<file path="src/rtl/core/pcf_pkg.sv">
// PNG chunk framer package: command and error codes, CRC-32 constants and
// the byte-wide reflected CRC-32 update. No dependencies.
`timescale 1ns / 1ps

package pcf_pkg;

  localparam logic [31:0] CRC_POLY = 32'hEDB88320;
  localparam logic [31:0] CRC_INIT = 32'hFFFFFFFF;

  // header bytes held in the byte buffer; CRC bytes are read from the CRC register
  localparam int unsigned BUF_BYTES = 8;
  localparam int unsigned CRC_BYTES = 4;
  localparam int unsigned CNT_W     = $clog2(BUF_BYTES + CRC_BYTES + 1);

  typedef enum logic {
    CMD_START = 1'b0,
    CMD_DATA  = 1'b1
  } cmd_e;

  typedef enum logic [1:0] {
    ERR_NONE       = 2'd0,
    ERR_NO_CHUNK   = 2'd1,
    ERR_CHUNK_OPEN = 2'd2
  } err_e;

  function automatic logic [31:0] crc_fold8(input logic [31:0] crc, input logic [7:0] b);
    logic [31:0] c;
    c = crc ^ {24'd0, b};
    for (int k = 0; k < 8; k++) begin
      c = c[0] ? ((c >> 1) ^ CRC_POLY) : (c >> 1);
    end
    return c;
  endfunction

endpackage

</file>
<file path="src/rtl/core/png_chunk_framer_crc32.sv">
// The first result word of an item is loaded into the byte buffer and then into the output register.
// One word per cycle goes out while out_stall_i is low; a data word that keeps the chunk open
// yields 1 byte, one that closes it 5, a start 8 (12 for a zero length chunk), an error word 1.
// The byte buffer drains into the output register; a new item is accepted once it is empty or its last byte pops.
// Type CRC is folded a byte per cycle: the first byte as a start is accepted, the other three after it.
// Reset (rst_ni, async, active low): no chunk open, buffer and output empty.
`timescale 1ns / 1ps

module png_chunk_framer_crc32
  import pcf_pkg::*;
(
  input  logic        clk_i,
  input  logic        rst_ni,
  input  logic        in_valid_i,
  output logic        in_stall_o,
  input  logic        command_i,
  input  logic [31:0] type_code_i,
  input  logic [30:0] body_len_i,
  input  logic [7:0]  data_byte_i,
  output logic        out_valid_o,
  input  logic        out_stall_i,
  output logic [7:0]  out_byte_o,
  output logic        run_last_o,
  output logic        chunk_end_o,
  output logic [1:0]  error_code_o
);

  localparam int unsigned BUF_W = BUF_BYTES * 8;

  // chunk state
  logic              open_q, open_d;
  logic [30:0]       rem_q, rem_d;
  logic [31:0]       crc_q, crc_d;
  logic [23:0]       type_q, type_d;
  logic [1:0]        tstep_q, tstep_d;

  // byte buffer for the item in flight
  logic [BUF_W-1:0]  buf_q, buf_d;
  logic [CNT_W-1:0]  cnt_q, cnt_d;
  logic              has_crc_q, has_crc_d;
  err_e              err_q, err_d;

  // output register
  logic              out_valid_q;
  logic [7:0]        out_byte_q;
  logic              run_last_q, chunk_end_q;
  err_e              out_err_q;

  logic              adv, pop, accept;
  logic [31:0]       crc_inv, data_crc;
  logic [7:0]        crc_byte, pop_byte;

  assign adv        = !out_valid_q || !out_stall_i;
  assign pop        = adv && (cnt_q != '0);
  assign in_stall_o = !((cnt_q == '0) || ((cnt_q == CNT_W'(1)) && adv));
  assign accept     = in_valid_i && !in_stall_o;

  assign data_crc = crc_fold8(crc_q, data_byte_i);
  assign crc_inv  = ~crc_q;

  always_comb begin
    case (cnt_q[1:0])
      2'd0:    crc_byte = crc_inv[31:24];
      2'd3:    crc_byte = crc_inv[23:16];
      2'd2:    crc_byte = crc_inv[15:8];
      default: crc_byte = crc_inv[7:0];
    endcase
  end

  assign pop_byte = (has_crc_q && (cnt_q <= CNT_W'(CRC_BYTES))) ? crc_byte
                                                                 : buf_q[BUF_W-1 -: 8];

  always_comb begin
    open_d    = open_q;
    rem_d     = rem_q;
    crc_d     = crc_q;
    type_d    = type_q;
    tstep_d   = tstep_q;
    buf_d     = buf_q;
    cnt_d     = cnt_q;
    has_crc_d = has_crc_q;
    err_d     = err_q;

    if (pop) begin
      buf_d = {buf_q[BUF_W-9:0], 8'd0};
      cnt_d = cnt_q - CNT_W'(1);
    end

    if (tstep_q != 2'd0) begin
      crc_d   = crc_fold8(crc_q, type_q[23:16]);
      type_d  = {type_q[15:0], 8'd0};
      tstep_d = tstep_q - 2'd1;
    end

    if (accept) begin
      has_crc_d = 1'b0;
      err_d     = ERR_NONE;
      buf_d     = '0;
      if (command_i == CMD_START) begin
        if (open_q) begin
          err_d = ERR_CHUNK_OPEN;
          cnt_d = CNT_W'(1);
        end else begin
          buf_d   = {1'b0, body_len_i, type_code_i};
          crc_d   = crc_fold8(CRC_INIT, type_code_i[31:24]);
          type_d  = type_code_i[23:0];
          tstep_d = 2'd3;
          rem_d   = body_len_i;
          if (body_len_i == 31'd0) begin
            cnt_d     = CNT_W'(BUF_BYTES + CRC_BYTES);
            has_crc_d = 1'b1;
          end else begin
            cnt_d  = CNT_W'(BUF_BYTES);
            open_d = 1'b1;
          end
        end
      end else begin
        if (!open_q) begin
          err_d = ERR_NO_CHUNK;
          cnt_d = CNT_W'(1);
        end else begin
          buf_d = {data_byte_i, {(BUF_W-8){1'b0}}};
          crc_d = data_crc;
          rem_d = rem_q - 31'd1;
          if (rem_q == 31'd1) begin
            cnt_d     = CNT_W'(1 + CRC_BYTES);
            has_crc_d = 1'b1;
            open_d    = 1'b0;
          end else begin
            cnt_d = CNT_W'(1);
          end
        end
      end
    end
  end

  always_ff @(posedge clk_i or negedge rst_ni) begin
    if (!rst_ni) begin
      open_q      <= 1'b0;
      rem_q       <= '0;
      crc_q       <= CRC_INIT;
      tstep_q     <= 2'd0;
      cnt_q       <= '0;
      has_crc_q   <= 1'b0;
      err_q       <= ERR_NONE;
      out_valid_q <= 1'b0;
    end else begin
      open_q    <= open_d;
      rem_q     <= rem_d;
      crc_q     <= crc_d;
      tstep_q   <= tstep_d;
      cnt_q     <= cnt_d;
      has_crc_q <= has_crc_d;
      err_q     <= err_d;
      if (adv) begin
        out_valid_q <= pop;
      end
    end
  end

  always_ff @(posedge clk_i) begin
    type_q <= type_d;
    buf_q  <= buf_d;
    if (pop) begin
      out_byte_q  <= pop_byte;
      run_last_q  <= (cnt_q == CNT_W'(1));
      chunk_end_q <= has_crc_q && (cnt_q == CNT_W'(1));
      out_err_q   <= err_q;
    end
  end

  assign out_valid_o  = out_valid_q;
  assign out_byte_o   = out_byte_q;
  assign run_last_o   = run_last_q;
  assign chunk_end_o  = chunk_end_q;
  assign error_code_o = out_err_q;

  // type CRC must be complete before its bytes are read
  a_type_crc_ready : assert property (@(posedge clk_i) disable iff (!rst_ni)
    (tstep_q != 2'd0) |-> (cnt_q > CNT_W'(CRC_BYTES)))
    else $error("type CRC still folding when CRC bytes are due");

  a_accept_loads : assert property (@(posedge clk_i) disable iff (!rst_ni)
    (in_valid_i && !in_stall_o) |=> (cnt_q != '0))
    else $error("accepted word left the buffer empty");

  a_end_is_last : assert property (@(posedge clk_i) disable iff (!rst_ni)
    (out_valid_o && chunk_end_o) |-> (run_last_o && (error_code_o == ERR_NONE)))
    else $error("chunk end not on the last word of an item");

  a_err_single : assert property (@(posedge clk_i) disable iff (!rst_ni)
    (out_valid_o && (error_code_o != ERR_NONE)) |-> (run_last_o && (out_byte_o == 8'd0)))
    else $error("error result malformed");

endmodule
</file>
<file path="config.mk">
export PLATFORM = sky130hd
export DESIGN_NAME = png_chunk_framer_crc32
export DESIGN_NICKNAME = d
export VERILOG_FILES = /design/src/rtl/core/pcf_pkg.sv /design/src/rtl/core/png_chunk_framer_crc32.sv
export SDC_FILE = /design/constraint.sdc
export NUM_CORES = 1
export LEC_CHECK = 0
export ABC_AREA = 1
export ABC_CLOCK_PERIOD_IN_PS = 5000
export BUFFER_PORTS_ARGS = -buffer_cell sky130_fd_sc_hd__buf_2
export CORE_ASPECT_RATIO = 1.25
export CORE_UTILIZATION = 50
export DETAILED_ROUTE_END_ITERATION = 8
export PLACE_DENSITY = 0.74
export REMOVE_ABC_BUFFERS = 1
export SETUP_SLACK_MARGIN = 0.15
export SYNTH_ARGS = -nofsm -noshare
export SYNTH_HDL_FRONTEND = slang
export SYNTH_SLANG_ARGS = --single-unit
</file>
<file path="constraint.sdc">
create_clock -name clk_i -period 5 [get_ports clk_i]
set_input_delay 1 -clock clk_i [delete_from_list [all_inputs] [get_ports clk_i]]
set_output_delay 1 -clock clk_i [all_outputs]
set_load 0.05 [all_outputs]
</file>
# Yosys cells after proc, flatten, opt, wreduce, memory -nomap -nowiden
# Index checks and enable logic that the tools add are counted.
# word_totals
output_inout_bits,14
inputBits,76
register_bits,174
# classes
reduce_logical,17
add_sub_neg,3
bitwise_logic,28
eq_ne,6
n_mux,67
order_cmp,1
# op_table
op,count
$mux 32,29
$not 13->14,24
$mux 64,4
$mux 24,4
$mux 31,3
$xor 32x8->32,2
$mux 63,1
$not 32->32,1
$not 8->32,1
$eq 31x1->1 const B,1
$logic_not 31->1,1
$sub 31x1->31 const B,1
$pmux 8 s3,1
$mux 4,4
$mux 2,6
$mux 1,11
$mux 3,3
$mux 8,1
$logic_and 1x1->1,5
$eq 2x2->1 const B,2
$eq 4x1->1 const B,1
$le 4x3->1 const B,1
$logic_not 4->1,1
$reduce_bool 2->1,2
9 further kinds,12

# Depth between registers and ports, before layout
# Gate-level depths: netlist of run 1.
# logic_depth
depth_word,21
mapped_depth,15
mapped_depth_nobuf,15

# Worst setup path after synthesis of run 1
# No wires, ideal clock.
# synth_timing
path_type,input to register
start,input out_stall_i
end,"register buf_q[0], enable pin"
setup_ns,0.418
t_required_ns,4.582
path_stages,5
n_path_buf,0
t_arrival_ns,2.929
path_slack_ns,1.653
cell_sequence,nand2_1 > nand2_1 > inv_1 > nor2_1 > inv_1
# synth_between
word_cells_on_any_way,7
cone_classes,reduce/logical: 7
# synth_lines
item,line,rtl
"start, declared",png_chunk_framer_crc32.sv:21,"input logic out_stall_i,"
$logic_not 1->1,png_chunk_framer_crc32.sv:53,assign adv = !out_valid_q || !out_stall_i;
$logic_or 1x1->1,png_chunk_framer_crc32.sv:53,
$logic_and 1x1->1,png_chunk_framer_crc32.sv:54,assign pop = adv && (cnt_q != '0);
via pop,png_chunk_framer_crc32.sv:49,"logic adv, pop, accept;"
$reduce_bool 2->1 (no source line),-,
"end signal, assigned",png_chunk_framer_crc32.sv:163,buf_q <= buf_d;
"end, declared",png_chunk_framer_crc32.sv:38,"logic [BUF_W-1:0] buf_q, buf_d;"
# The timed path passes the listed nets, and every way through them passes these cells.
# A chain may end at the register's enable or synchronous reset.

# Final worst setup path of run 1
# layout_timing
start,input command_i
end,register type_q[0]
# layout_between
elab_chain_cells,2
# layout_lines
item,line,rtl
"start, declared",png_chunk_framer_crc32.sv:16,"input logic command_i,"
$mux 24,png_chunk_framer_crc32.sv:99,if (command_i == CMD_START) begin
$mux 24,png_chunk_framer_crc32.sv:95,if (accept) begin
via type_d[0],png_chunk_framer_crc32.sv:34,"logic [23:0] type_q, type_d;"
"end signal, assigned",png_chunk_framer_crc32.sv:162,type_q <= type_d;
"end, declared",png_chunk_framer_crc32.sv:34,
# The timed path passes the listed nets, and every way through them passes these cells.

==> impl_metrics.tcl, run 1 <==
set metrics [dict create \
    outcome "finished, final reports clean" \
    cp.required_ns 5.36 \
    cts_buffer_depth 2 \
    seqCellArea_um2 4654 \
    end_kind "flip-flop" \
    io_pins 90 \
    hold-path-cell-count 0 \
    power.density_nw_per_um2 724.5 \
    wl_per_cell_um 18.67 \
    synth.area.mux_share_pct 0.1881 \
    cts_inserted_buffers 17 \
    yosysSeqAreaShare_pct 41.16 \
    grt_remaining_overflow 0 \
    netlist_area_um2 11310 \
    multiInputGateArea_um2 5802 \
    hold_class "flip-flop to flip-flop" \
    synth_cells 1508 \
    cts_tree "built" \
    synthAdderAreaFrac_pct 1.328 \
    ant_nets 0 \
    crit_slowest_cell "buf_2" \
    busiest_layer "met2" \
    finalHoldViolCount 0 \
    setup_tns_ns 0 \
    routabilityCongestion 0.9932 \
    drive_above_1_share_pct 12.45 \
    drv_cap 0 \
    r2r_slack_ns 2.08 \
    viasPerCell 5.660 \
    ys_warn_count 0 \
    max_freq_ghz 0.3284 \
    dpl_cell_area_um2 11950 \
    rsz0062_at_grt "no" \
    synthDistinctLibCells 55 \
    power_leakage_nw 5.913 \
    design.core.area_um2 22210 \
    antenna_found_initial 1 \
    worst_slew_pin_slew_ns 1.325 \
    rows 61 \
    area_growth_pct 11.18 \
    startpoint_type "input port" \
    portBuffers 89 \
    finalCriticalPeriod_ns 3.045 \
    grt_first_pass_wirelength_um 54030 \
    drc 0 \
    hp-start "err_q[1]" \
    clk_root_buffer_cell "clkbuf_16" \
    cp_top_family "buffers and inverters" \
    cp.arrival_ns 3.40 \
    fillCellCount 2091 \
    dp_cells 1833 \
    hpwlAfterDp_um 25630 \
    cpPeakStageDelay_ns 0.58 \
    met3_usage_pct 4.319 \
    r2r-start "cnt_q[0]" \
    post_cts_buffers 0 \
    routed_wl_um 34820 \
    synth-simple-area-share_pct 24.62 \
    finalNonFillerCells 1865 \
    r2r-end "buf_q[28]" \
    holdWs_ns 0.4584 \
    cts_hold_buf 0 \
    htreeDepth 4 \
    r2r_cells 8 \
    async_flop_share_pct 42.53 \
    final-setup-viol-count 0 \
    ir_drop_v 0.0003537 \
    initial_utilization_pct 50.91 \
    drt_iter0_markers 1073 \
    cts.clk_slew.worst_paths_ns 0.07 \
    synth-xor-area-share_pct 11.23 \
    antennaDiodeCount 0 \
    die_area_um2 23220 \
    fin_area_um2 12570 \
    ys_ff_latch 174 \
    clock_latency_ns 0.45 \
    power_mw 9.107 \
    crit_chain "buf_2 > nor2_1 > buf_4 > inv_1 > nor2_4 > inv_2 > nand2_1 > o22ai_1" \
    synth_compound_area_share_pct 13.92 \
    grt_max_degree 75 \
    clock_skew_ns 0.01347 \
    synth_area_per_cell_um2 7.498 \
    first_pass_iters 6 \
    track_usage_pct 31.19 \
    grt_util_met1_pct 41.16 \
    worst-path-buf-inv 4 \
    synth_top_family_by_area "simple AND/OR/NAND/NOR gates" \
    synthFlopType "edfxtp_1" \
    fin_crit_sh_pct 60.91 \
    dieWidth_um 136.5 \
    cts-resized-gates 0 \
    relSlewSlack_pct 11.64 \
    worstPathMaxFanout 44 \
    holdPathEnd "error_code_o[1]" \
    vias 10560 \
    final_nets 1657 \
    critical_path_class "input port to flip-flop" \
    die_h_um 170.1 \
    synth-edff-count 76 \
    cts.sinks 174 \
    drv_slew 0 \
    met2_usage_pct 49.64 \
    grt_pass1_vias 9719 \
]
==> final cells by class <==
cell class / instances / share of cell area (%)
clock buffer: 17 / 3.384
timing repair buffer: 101 / 4.280
clock inverter: 15 / 1.593
multi-input combinational: 1116 / 46.15
tap: 283 / 2.817
inverter: 159 / 4.748
sequential: 174 / 37.03
==> logic make-up (layout without fill, tap and decap cells) <==
logic type,Yosys count,in the layout
AO/OA/AOI/OAI,278,278
buffers and inverters,218,292
flip-flops,174,174
adder cells (fa/ha/maj),12,12
AND/OR/NAND/NOR,691,691
multiplexers,2,2
XOR/XNOR,133,133
==> worst reg2reg max path, stage by stage (launching register included) <==
cell	delay [ns]
dfrtp_1	0.44
inv_1	0.13
ha_1	0.25
nand3_1	0.11
nand2_1	0.14
inv_1	0.47
nor2_1	0.22
inv_2	0.08
buf_4	0.63
==> power breakdown <==
part           leakage [nW]  switching (mW)  internal [mW]
sequential             1.81           0.577           2.45
combinational          3.79            3.11           1.56
clock                 0.306           0.647          0.765
total                  5.91            4.33           4.77
==> synthesized netlist by cell type, drive strengths merged (4+ instances only) <==
| master | count | area [um^2] |
|---|---|---|
| nand2 | 487 | 1853 |
| inv | 158 | 593.1 |
| o21ai | 144 | 724.5 |
| nor2 | 125 | 481.7 |
| xor2 | 105 | 960.9 |
| edfxtp | 76 | 2282 |
| a21oi | 52 | 260.3 |
| nand3 | 48 | 245.2 |
| dfrtp | 42 | 1051 |
| clkbuf | 39 | 157.6 |
| dfstp | 32 | 840.8 |
| xnor2 | 28 | 309.1 |
| dfxtp | 24 | 480.5 |
| o22ai | 24 | 150.1 |
| buf | 20 | 98.84 |
| o211ai | 18 | 135.1 |
| a31oi | 13 | 81.33 |
| ha | 12 | 150.1 |
| nand4 | 10 | 62.56 |
| o221ai | 8 | 70.07 |
| nor3 | 6 | 41.29 |
| nor4 | 5 | 31.28 |
| a22oi | 4 | 30.03 |
| nand3b | 4 | 30.03 |
==> stage by stage <==
stage / setup slack (ns) / utilization [%]
floorplan: 0.5725 / -
global placement: 1.671 / 53.78
detailed placement: 1.602 / 53.78
CTS: 2.027 / 56.60
global route: 1.796 / 56.60
finish: 1.955 / 56.60
==> worst max-delay path by stage <==
stage	end	start	depth (start not counted)
after global routing	type_q[2]	command_i	8
after floorplan	buf_q[0]	out_stall_i	7
after detailed placement	type_q[3]	command_i	8
after global placement	crc_q[20]	command_i	11
after CTS	type_q[0]	command_i	8
final	type_q[0]	command_i	8
==> layout by cell type, fill, tap and decap left out, types with 42 or more instances in the layout <==
master	synthesis	layout
a21oi_1	52	52
buf_2	13	88
dfrtp_1	42	42
edfxtp_1	76	76
inv_1	156	155
nand2_1	477	477
nand3_1	47	47
nor2_1	122	121
o21ai_0	143	143
xor2_1	101	101
==> sequential cells by signal (all words and copies together) (netlist names) <==
| register | cells |
|---|---|
| chunk_end_o | 1 |
| has_crc_q | 1 |
| cnt_q | 4 |
| buf_q | 64 |
| out_valid_o | 1 |
| error_code_o | 2 |
| crc_q | 32 |
| type_q | 24 |
| tstep_q | 2 |
| open_q | 1 |
| run_last_o | 1 |
| err_q | 2 |
| out_byte_o | 8 |
| rem_q | 31 |
==> metal layers <==
metal  routed length (um)  up-vias
met5                   28        -
met4                 1679        2
met3                 2503       98
met2                16180      469
met1                14430     4967
li1                     -     5020
No activity file was read; power rests on OpenSTA's default activity.
==> run 2: changes to the inputs <==
--- a/config.mk
+++ b/config.mk
@@ -6,7 +6,7 @@
 export NUM_CORES = 1
 export LEC_CHECK = 0
 export ABC_AREA = 1
-export ABC_CLOCK_PERIOD_IN_PS = 5000
+export ABC_CLOCK_PERIOD_IN_PS = 3000
 export BUFFER_PORTS_ARGS = -buffer_cell sky130_fd_sc_hd__buf_2
 export CORE_ASPECT_RATIO = 1.25
 export CORE_UTILIZATION = 50
==> constraint.sdc (replaced) <==
create_clock -name clk_i -period 3 [get_ports clk_i]
set_input_delay 0.6 -clock clk_i [delete_from_list [all_inputs] [get_ports clk_i]]
set_output_delay 0.6 -clock clk_i [all_outputs]
set_load 0.05 [all_outputs]
==> run 2 against run 1 <==
Effect of this change:
- total power grew 73%
- routed wire length grew 6.5%
- hold slack lost 0.19 ns
- register-to-register slack lost 1.6 ns
- first-iteration DRC count shrank 12%
- critical endpoint is now buf_q[28]
- largest power group unchanged
==> impl_metrics.tcl, run 2 (synthesis gave the netlist of run 1 again) <==
set metrics [dict create \
    reg_top3 "buf_q (64), crc_q (32), rem_q (31)" \
    cts-resized-gates 0 \
    wl_per_cell_um 19.75 \
    startpoint_type "flip-flop" \
    drv_slew 0 \
    area_growth_pct 11.94 \
    final_core_util_pct 56.99 \
    track_usage_pct 33.05 \
    cts.clk_slew.worst_paths_ns 0.07 \
    design.core.area_um2 22210 \
    worst_slew_pin_slew_ns 0.8644 \
    cts_buffer_depth 2 \
    io_pins 90 \
    power_mw 15.74 \
    largest_register "buf_q" \
    finalHoldViolCount 0 \
    dpl_cell_area_um2 12060 \
    cts_inserted_buffers 17 \
    die_area_um2 23220 \
    grt_first_pass_wirelength_um 56670 \
    holdWs_ns 0.2733 \
    timing.critical_path.to "buf_q[28]" \
    antenna_found_initial 0 \
    power_leakage_nw 5.965 \
    finalCriticalPeriod_ns 2.497 \
    vias 10570 \
    rows 61 \
    end_kind "flip-flop" \
    drc 0 \
    cts_tree "built" \
    outcome "finished, final reports clean" \
    antennaDiodeCount 0 \
    routed_wl_um 37070 \
    fin_crit_sh_pct 83.23 \
    worst_slack_ns 0.5032 \
    layout_common_cells "477 x nand2_1, 155 x inv_1, 143 x o21ai_0" \
    critical_path_class "flip-flop to flip-flop" \
    clock_skew_ns 0.01658 \
    p_clk_share_pct 14.7 \
    setup_tns_ns 0 \
    routabilityCongestion 1.014 \
    power.density_nw_per_um2 1244 \
    dieWidth_um 136.5 \
    rsz0062_at_grt "no" \
    cp.required_ns 3.16 \
    drive_above_1_share_pct 12.99 \
    clock_latency_ns 0.44 \
    pre_cts_slack_ns 0.5380 \
    fin_area_um2 12660 \
    ir_drop_v 0.0006112 \
    hold_class "input port to async pin" \
    dp_cells 1845 \
    clk_root_buffer_cell "clkbuf_16" \
    r2r_slack_ns 0.50 \
    switching_share_pct 48.66 \
    cts.sinks 174 \
    final_nets 1669 \
    p_switching_mw 7.662 \
    max_freq_ghz 0.4005 \
    grt_max_degree 65 \
    layout_commonest_cell "nand2_1" \
    intPower_mw 8.083 \
    cp.arrival_ns 2.66 \
    ant_nets 0 \
    grt_pass1_vias 9738 \
    grt_remaining_overflow 0 \
    pwr-share-seq_pct 32.0 \
    initial_utilization_pct 50.91 \
    die_h_um 170.1 \
    cts_hold_buf 0 \
    viasPerCell 5.632 \
    htreeDepth 4 \
    drv_cap 0 \
    largest_reg_flops 64 \
    post_cts_buffers 0 \
    drt_iter0_markers 949 \
    final-setup-viol-count 0 \
    hpwlAfterDp_um 27430 \
    power_frac_comb_pct 53.3 \
    worstPathMaxFanout 27 \
    r2r_cells 8 \
    first_pass_iters 7 \
    relSlewSlack_pct 42.37 \
    crit_start "cnt_q[0]" \
    r2r-end "buf_q[28]" \
    r2r-start "cnt_q[0]" \
    portBuffers 89 \
    finalNonFillerCells 1877 \
]
==> run 2: cell types whose count changed in the layout (fill, tap and decap cells not counted), sizes merged <==
cell      delta
clkinv       -4
clkbuf       +3
clkinvlp     +1
buf         +12
==> run 2: area by class of cell <==
type                       count  area, um^2
timing repair buffer         113       653.1
fill                        2095        9553
tap                          283       354.1
inverter                     159       596.8
clock buffer                  20       446.7
multi-input combinational   1116        5802
clock inverter                12       150.1
sequential                   174        4654
==> run 2: how the worst min path moves through the flow <==
stage / startpoint / to / slack, ns
finish: rst_ni / rem_q[17] / 0.27
global route: rst_ni / rem_q[17] / 0.34
CTS: rst_ni / rem_q[17] / 0.30
detailed placement: err_q[1] / error_code_o[1] / 0.44
global placement: err_q[0] / error_code_o[0] / 0.44
floorplan: rst_ni / cnt_q[0] / 0.30
==> run 2: routing by layer <==
metal  up-vias  GRT usage, %  part of all wire, %
met1      4919         42.53                   41
met3       117         5.809                  7.6
met4         0         19.28                  5.5
met2       506         51.91                   46
li1       5029             -                    -
met5         -             0                    0
==> run 2: power by group through the flow <==
stage	registers (mW)	clock network, mW	logic [mW]
after floorplan	4.96	0	5.64
after global placement	5.02	0	8.13
after detailed placement	5.02	0	8.16
after CTS	5.00	2.33	8.21
after global routing	5.14	2.41	9.17
final	5.04	2.32	8.38
==> run 2: critical path: stages, from the launching register on <==
cell and delay (ns):
dfrtp_1 0.43, inv_1 0.16, ha_1 0.23, nand3_1 0.11
nand2_1 0.13, nand2_2 0.25, nor2_4 0.18, inv_2 0.21
o21ai_0 0.49
==> run 3: changes to the inputs <==
--- a/config.mk
+++ b/config.mk
@@ -6,12 +6,12 @@
 export NUM_CORES = 1
 export LEC_CHECK = 0
 export ABC_AREA = 1
-export ABC_CLOCK_PERIOD_IN_PS = 3000
+export ABC_CLOCK_PERIOD_IN_PS = 2150
 export BUFFER_PORTS_ARGS = -buffer_cell sky130_fd_sc_hd__buf_2
 export CORE_ASPECT_RATIO = 1.25
 export CORE_UTILIZATION = 50
 export DETAILED_ROUTE_END_ITERATION = 8
-export PLACE_DENSITY = 0.74
+export PLACE_DENSITY = 0.77
 export REMOVE_ABC_BUFFERS = 1
 export SETUP_SLACK_MARGIN = 0.15
 export SYNTH_ARGS = -nofsm -noshare
==> constraint.sdc (replaced) <==
create_clock -name clk_i -period 2.15 [get_ports clk_i]
set_input_delay 0.43 -clock clk_i [delete_from_list [all_inputs] [get_ports clk_i]]
set_output_delay 0.43 -clock clk_i [all_outputs]
set_load 0.05 [all_outputs]
==> run 3 against run 2 <==
Effect of this change:
- clock power rose by 38%
- critical path type is now flip-flop to output port
- hold slack got worse by 0.071 ns
- clock-buffer cell count fell by 2
- routed wire length rose by 0.28%
- core utilization rose by 4.7 points
- via count rose by 4.0%
- sequential share of layout area fell by 2.8 points
- clock skew fell by 0.0029 ns
- first-iteration DRC count rose by 5.9%
==> impl_metrics.tcl, run 3 (synthesis gave the netlist of run 1 again) <==
set metrics [dict create \
    outcome "finished, final reports clean" \
    viasPerCell 5.622 \
    portBuffers 89 \
    hpwlAfterDp_um 26980 \
    routabilityCongestion 1.017 \
    ant_nets 0 \
    final_nets 1748 \
    drc 0 \
    power_leakage_nw 6.413 \
    power_mw 23.67 \
    critical_path_class "flip-flop to output port" \
    seqCellArea_um2 4656 \
    initial_utilization_pct 50.91 \
    met2_usage_pct 51.71 \
    grt_pass1_vias 10140 \
    grt_max_degree 50 \
    worstPathMaxFanout 3 \
    final_core_util_pct 61.68 \
    die_h_um 170.1 \
    grt_first_pass_wirelength_um 55810 \
    drive_above_1_share_pct 21.58 \
    busiest_layer "met2" \
    final-setup-viol-count 0 \
    vias 11000 \
    largest_register "buf_q" \
    track_usage_pct 32.23 \
    hold_class "input port to flip-flop" \
    layout_common_cells "443 x nand2_1, 142 x inv_1, 138 x o21ai_0" \
    finalHoldViolCount 0 \
    met3_usage_pct 5.987 \
    antenna_found_initial 1 \
    cts.clk_slew.worst_paths_ns 0.07 \
    power.density_nw_per_um2 1728 \
    dieWidth_um 136.5 \
    relSlewSlack_pct 59.49 \
    wl_per_cell_um 19.01 \
    fin_crit_sh_pct 92.38 \
    rsz0062_at_grt "yes" \
    drt_iter0_markers 1005 \
    cts_inserted_buffers 17 \
    reg_top3 "buf_q (64), crc_q (32), rem_q (31)" \
    cp.arrival_ns 1.56 \
    ir_drop_v 0.0008584 \
    dp_cells 1898 \
    max_freq_ghz 0.5035 \
    largest_reg_flops 64 \
    antennaDiodeCount 0 \
    clock_latency_ns 0.46 \
    cts_tree "built" \
    io_pins 90 \
    startpoint_type "flip-flop" \
    multiInputGateArea_um2 6106 \
    htreeDepth 4 \
    clk_root_buffer_cell "clkbuf_16" \
    finalNonFillerCells 1956 \
    end_kind "output port" \
    cts.sinks 174 \
    die_area_um2 23220 \
    rows 61 \
    clock_skew_ns 0.01365 \
    design.core.area_um2 22210 \
    fillCellCount 1939 \
    drv_slew 0 \
    routed_wl_um 37180 \
    finalCriticalPeriod_ns 1.986 \
    grt_remaining_overflow 0 \
    layout_commonest_cell "nand2_1" \
    grt_util_met1_pct 40.52 \
    worst_slew_pin_slew_ns 0.6077 \
    cp.required_ns 1.72 \
    area_growth_pct 21.15 \
    first_pass_iters 5 \
    cts_buffer_depth 2 \
    drv_cap 0 \
]
run 3: cell types whose count changed in the layout (fill, tap and decap cells not counted), moves of 7 or more:
cell	previous run	this run
buf_4	23	87
nand2_1	477	443
nand2_2	10	37
inv_1	155	142
nor2_1	121	112
buf_6	0	8
inv_2	3	11
nand2_4	0	7
xor2_1	101	94
xor2_2	3	10
run 3: what timing repair did:
item	in CTS	in global routing
resized for setup	26	82
setup buffers	3	20
hold buffers	1	0
gates cloned	1	1
pin swaps	3	25
setup endpoints to repair	121	131
hold endpoints to repair	16	0
run 3: layer usage:
layer  vias up  wire length, um
met5         -               16
met4         2             1874
met3       109             3260
met2       586            17520
met1      5118            14510
li1       5181                -
run 3: layout make-up:
class                           instances  area share (%)
Multi-Input combinational cell       1116           44.57
Clock buffer                           18           3.133
Inverter                              159           4.494
Sequential cell                       174           33.99
Tap cell                              283           2.585
Timing Repair Buffer                  192           10.08
Clock inverter                         14           1.142
run 3: path summary, 6_finish.rpt:
| kind | from | to | slack (ns) | cells past startpoint |
|---|---|---|---|---|
| min in group asynchronous | rst_ni | rem_q[12] | 0.52 | 2 |
| min | type_code_i[14] | type_q[14] | 0.20 | 3 |
| max | cnt_q[0] | in_stall_o | 0.16 | 6 |
| max in group asynchronous | rst_ni | crc_q[10] | 0.93 | 3 |
| min reg2reg | err_q[1] | error_code_o[1] | 0.45 | 0 |
| max reg2reg | crc_q[0] | crc_q[18] | 0.17 | 13 |
run 3: per-stage QoR:
| stage | worst slack, ns | hold WS, ns | TNS [ns] | instance area, um^2 |
|---|---|---|---|---|
| finish | 0.1637 | 0.2021 | 0 | 13700 |
| global route | 0.06390 | 0.2134 | 0 | 13700 |
| global placement | 0.03731 | 0.4327 | 0 | 12520 |
| detailed placement | 0.01727 | 0.4381 | 0 | 12520 |
| floorplan | -1.935 | 0.1344 | -228.72 | 11050 |
| CTS | 0.1520 | 0.1994 | 0 | 13240 |
run 3: report_power, final:
part | internal, mW | leakage (nW) | switching (mW)
Clock | 1.73 | 0.277 | 1.47
Combinational | 5.17 | 4.32 | 8.31
Sequential | 5.67 | 1.81 | 1.31
run 3: worst max-delay path, stage by stage (launching register included):
cell and delay [ns]:
dfrtp_1 0.43, inv_2 0.12, ha_4 0.15, nand3_2 0.09, nand2_2 0.10, inv_1 0.07, buf_6 0.15
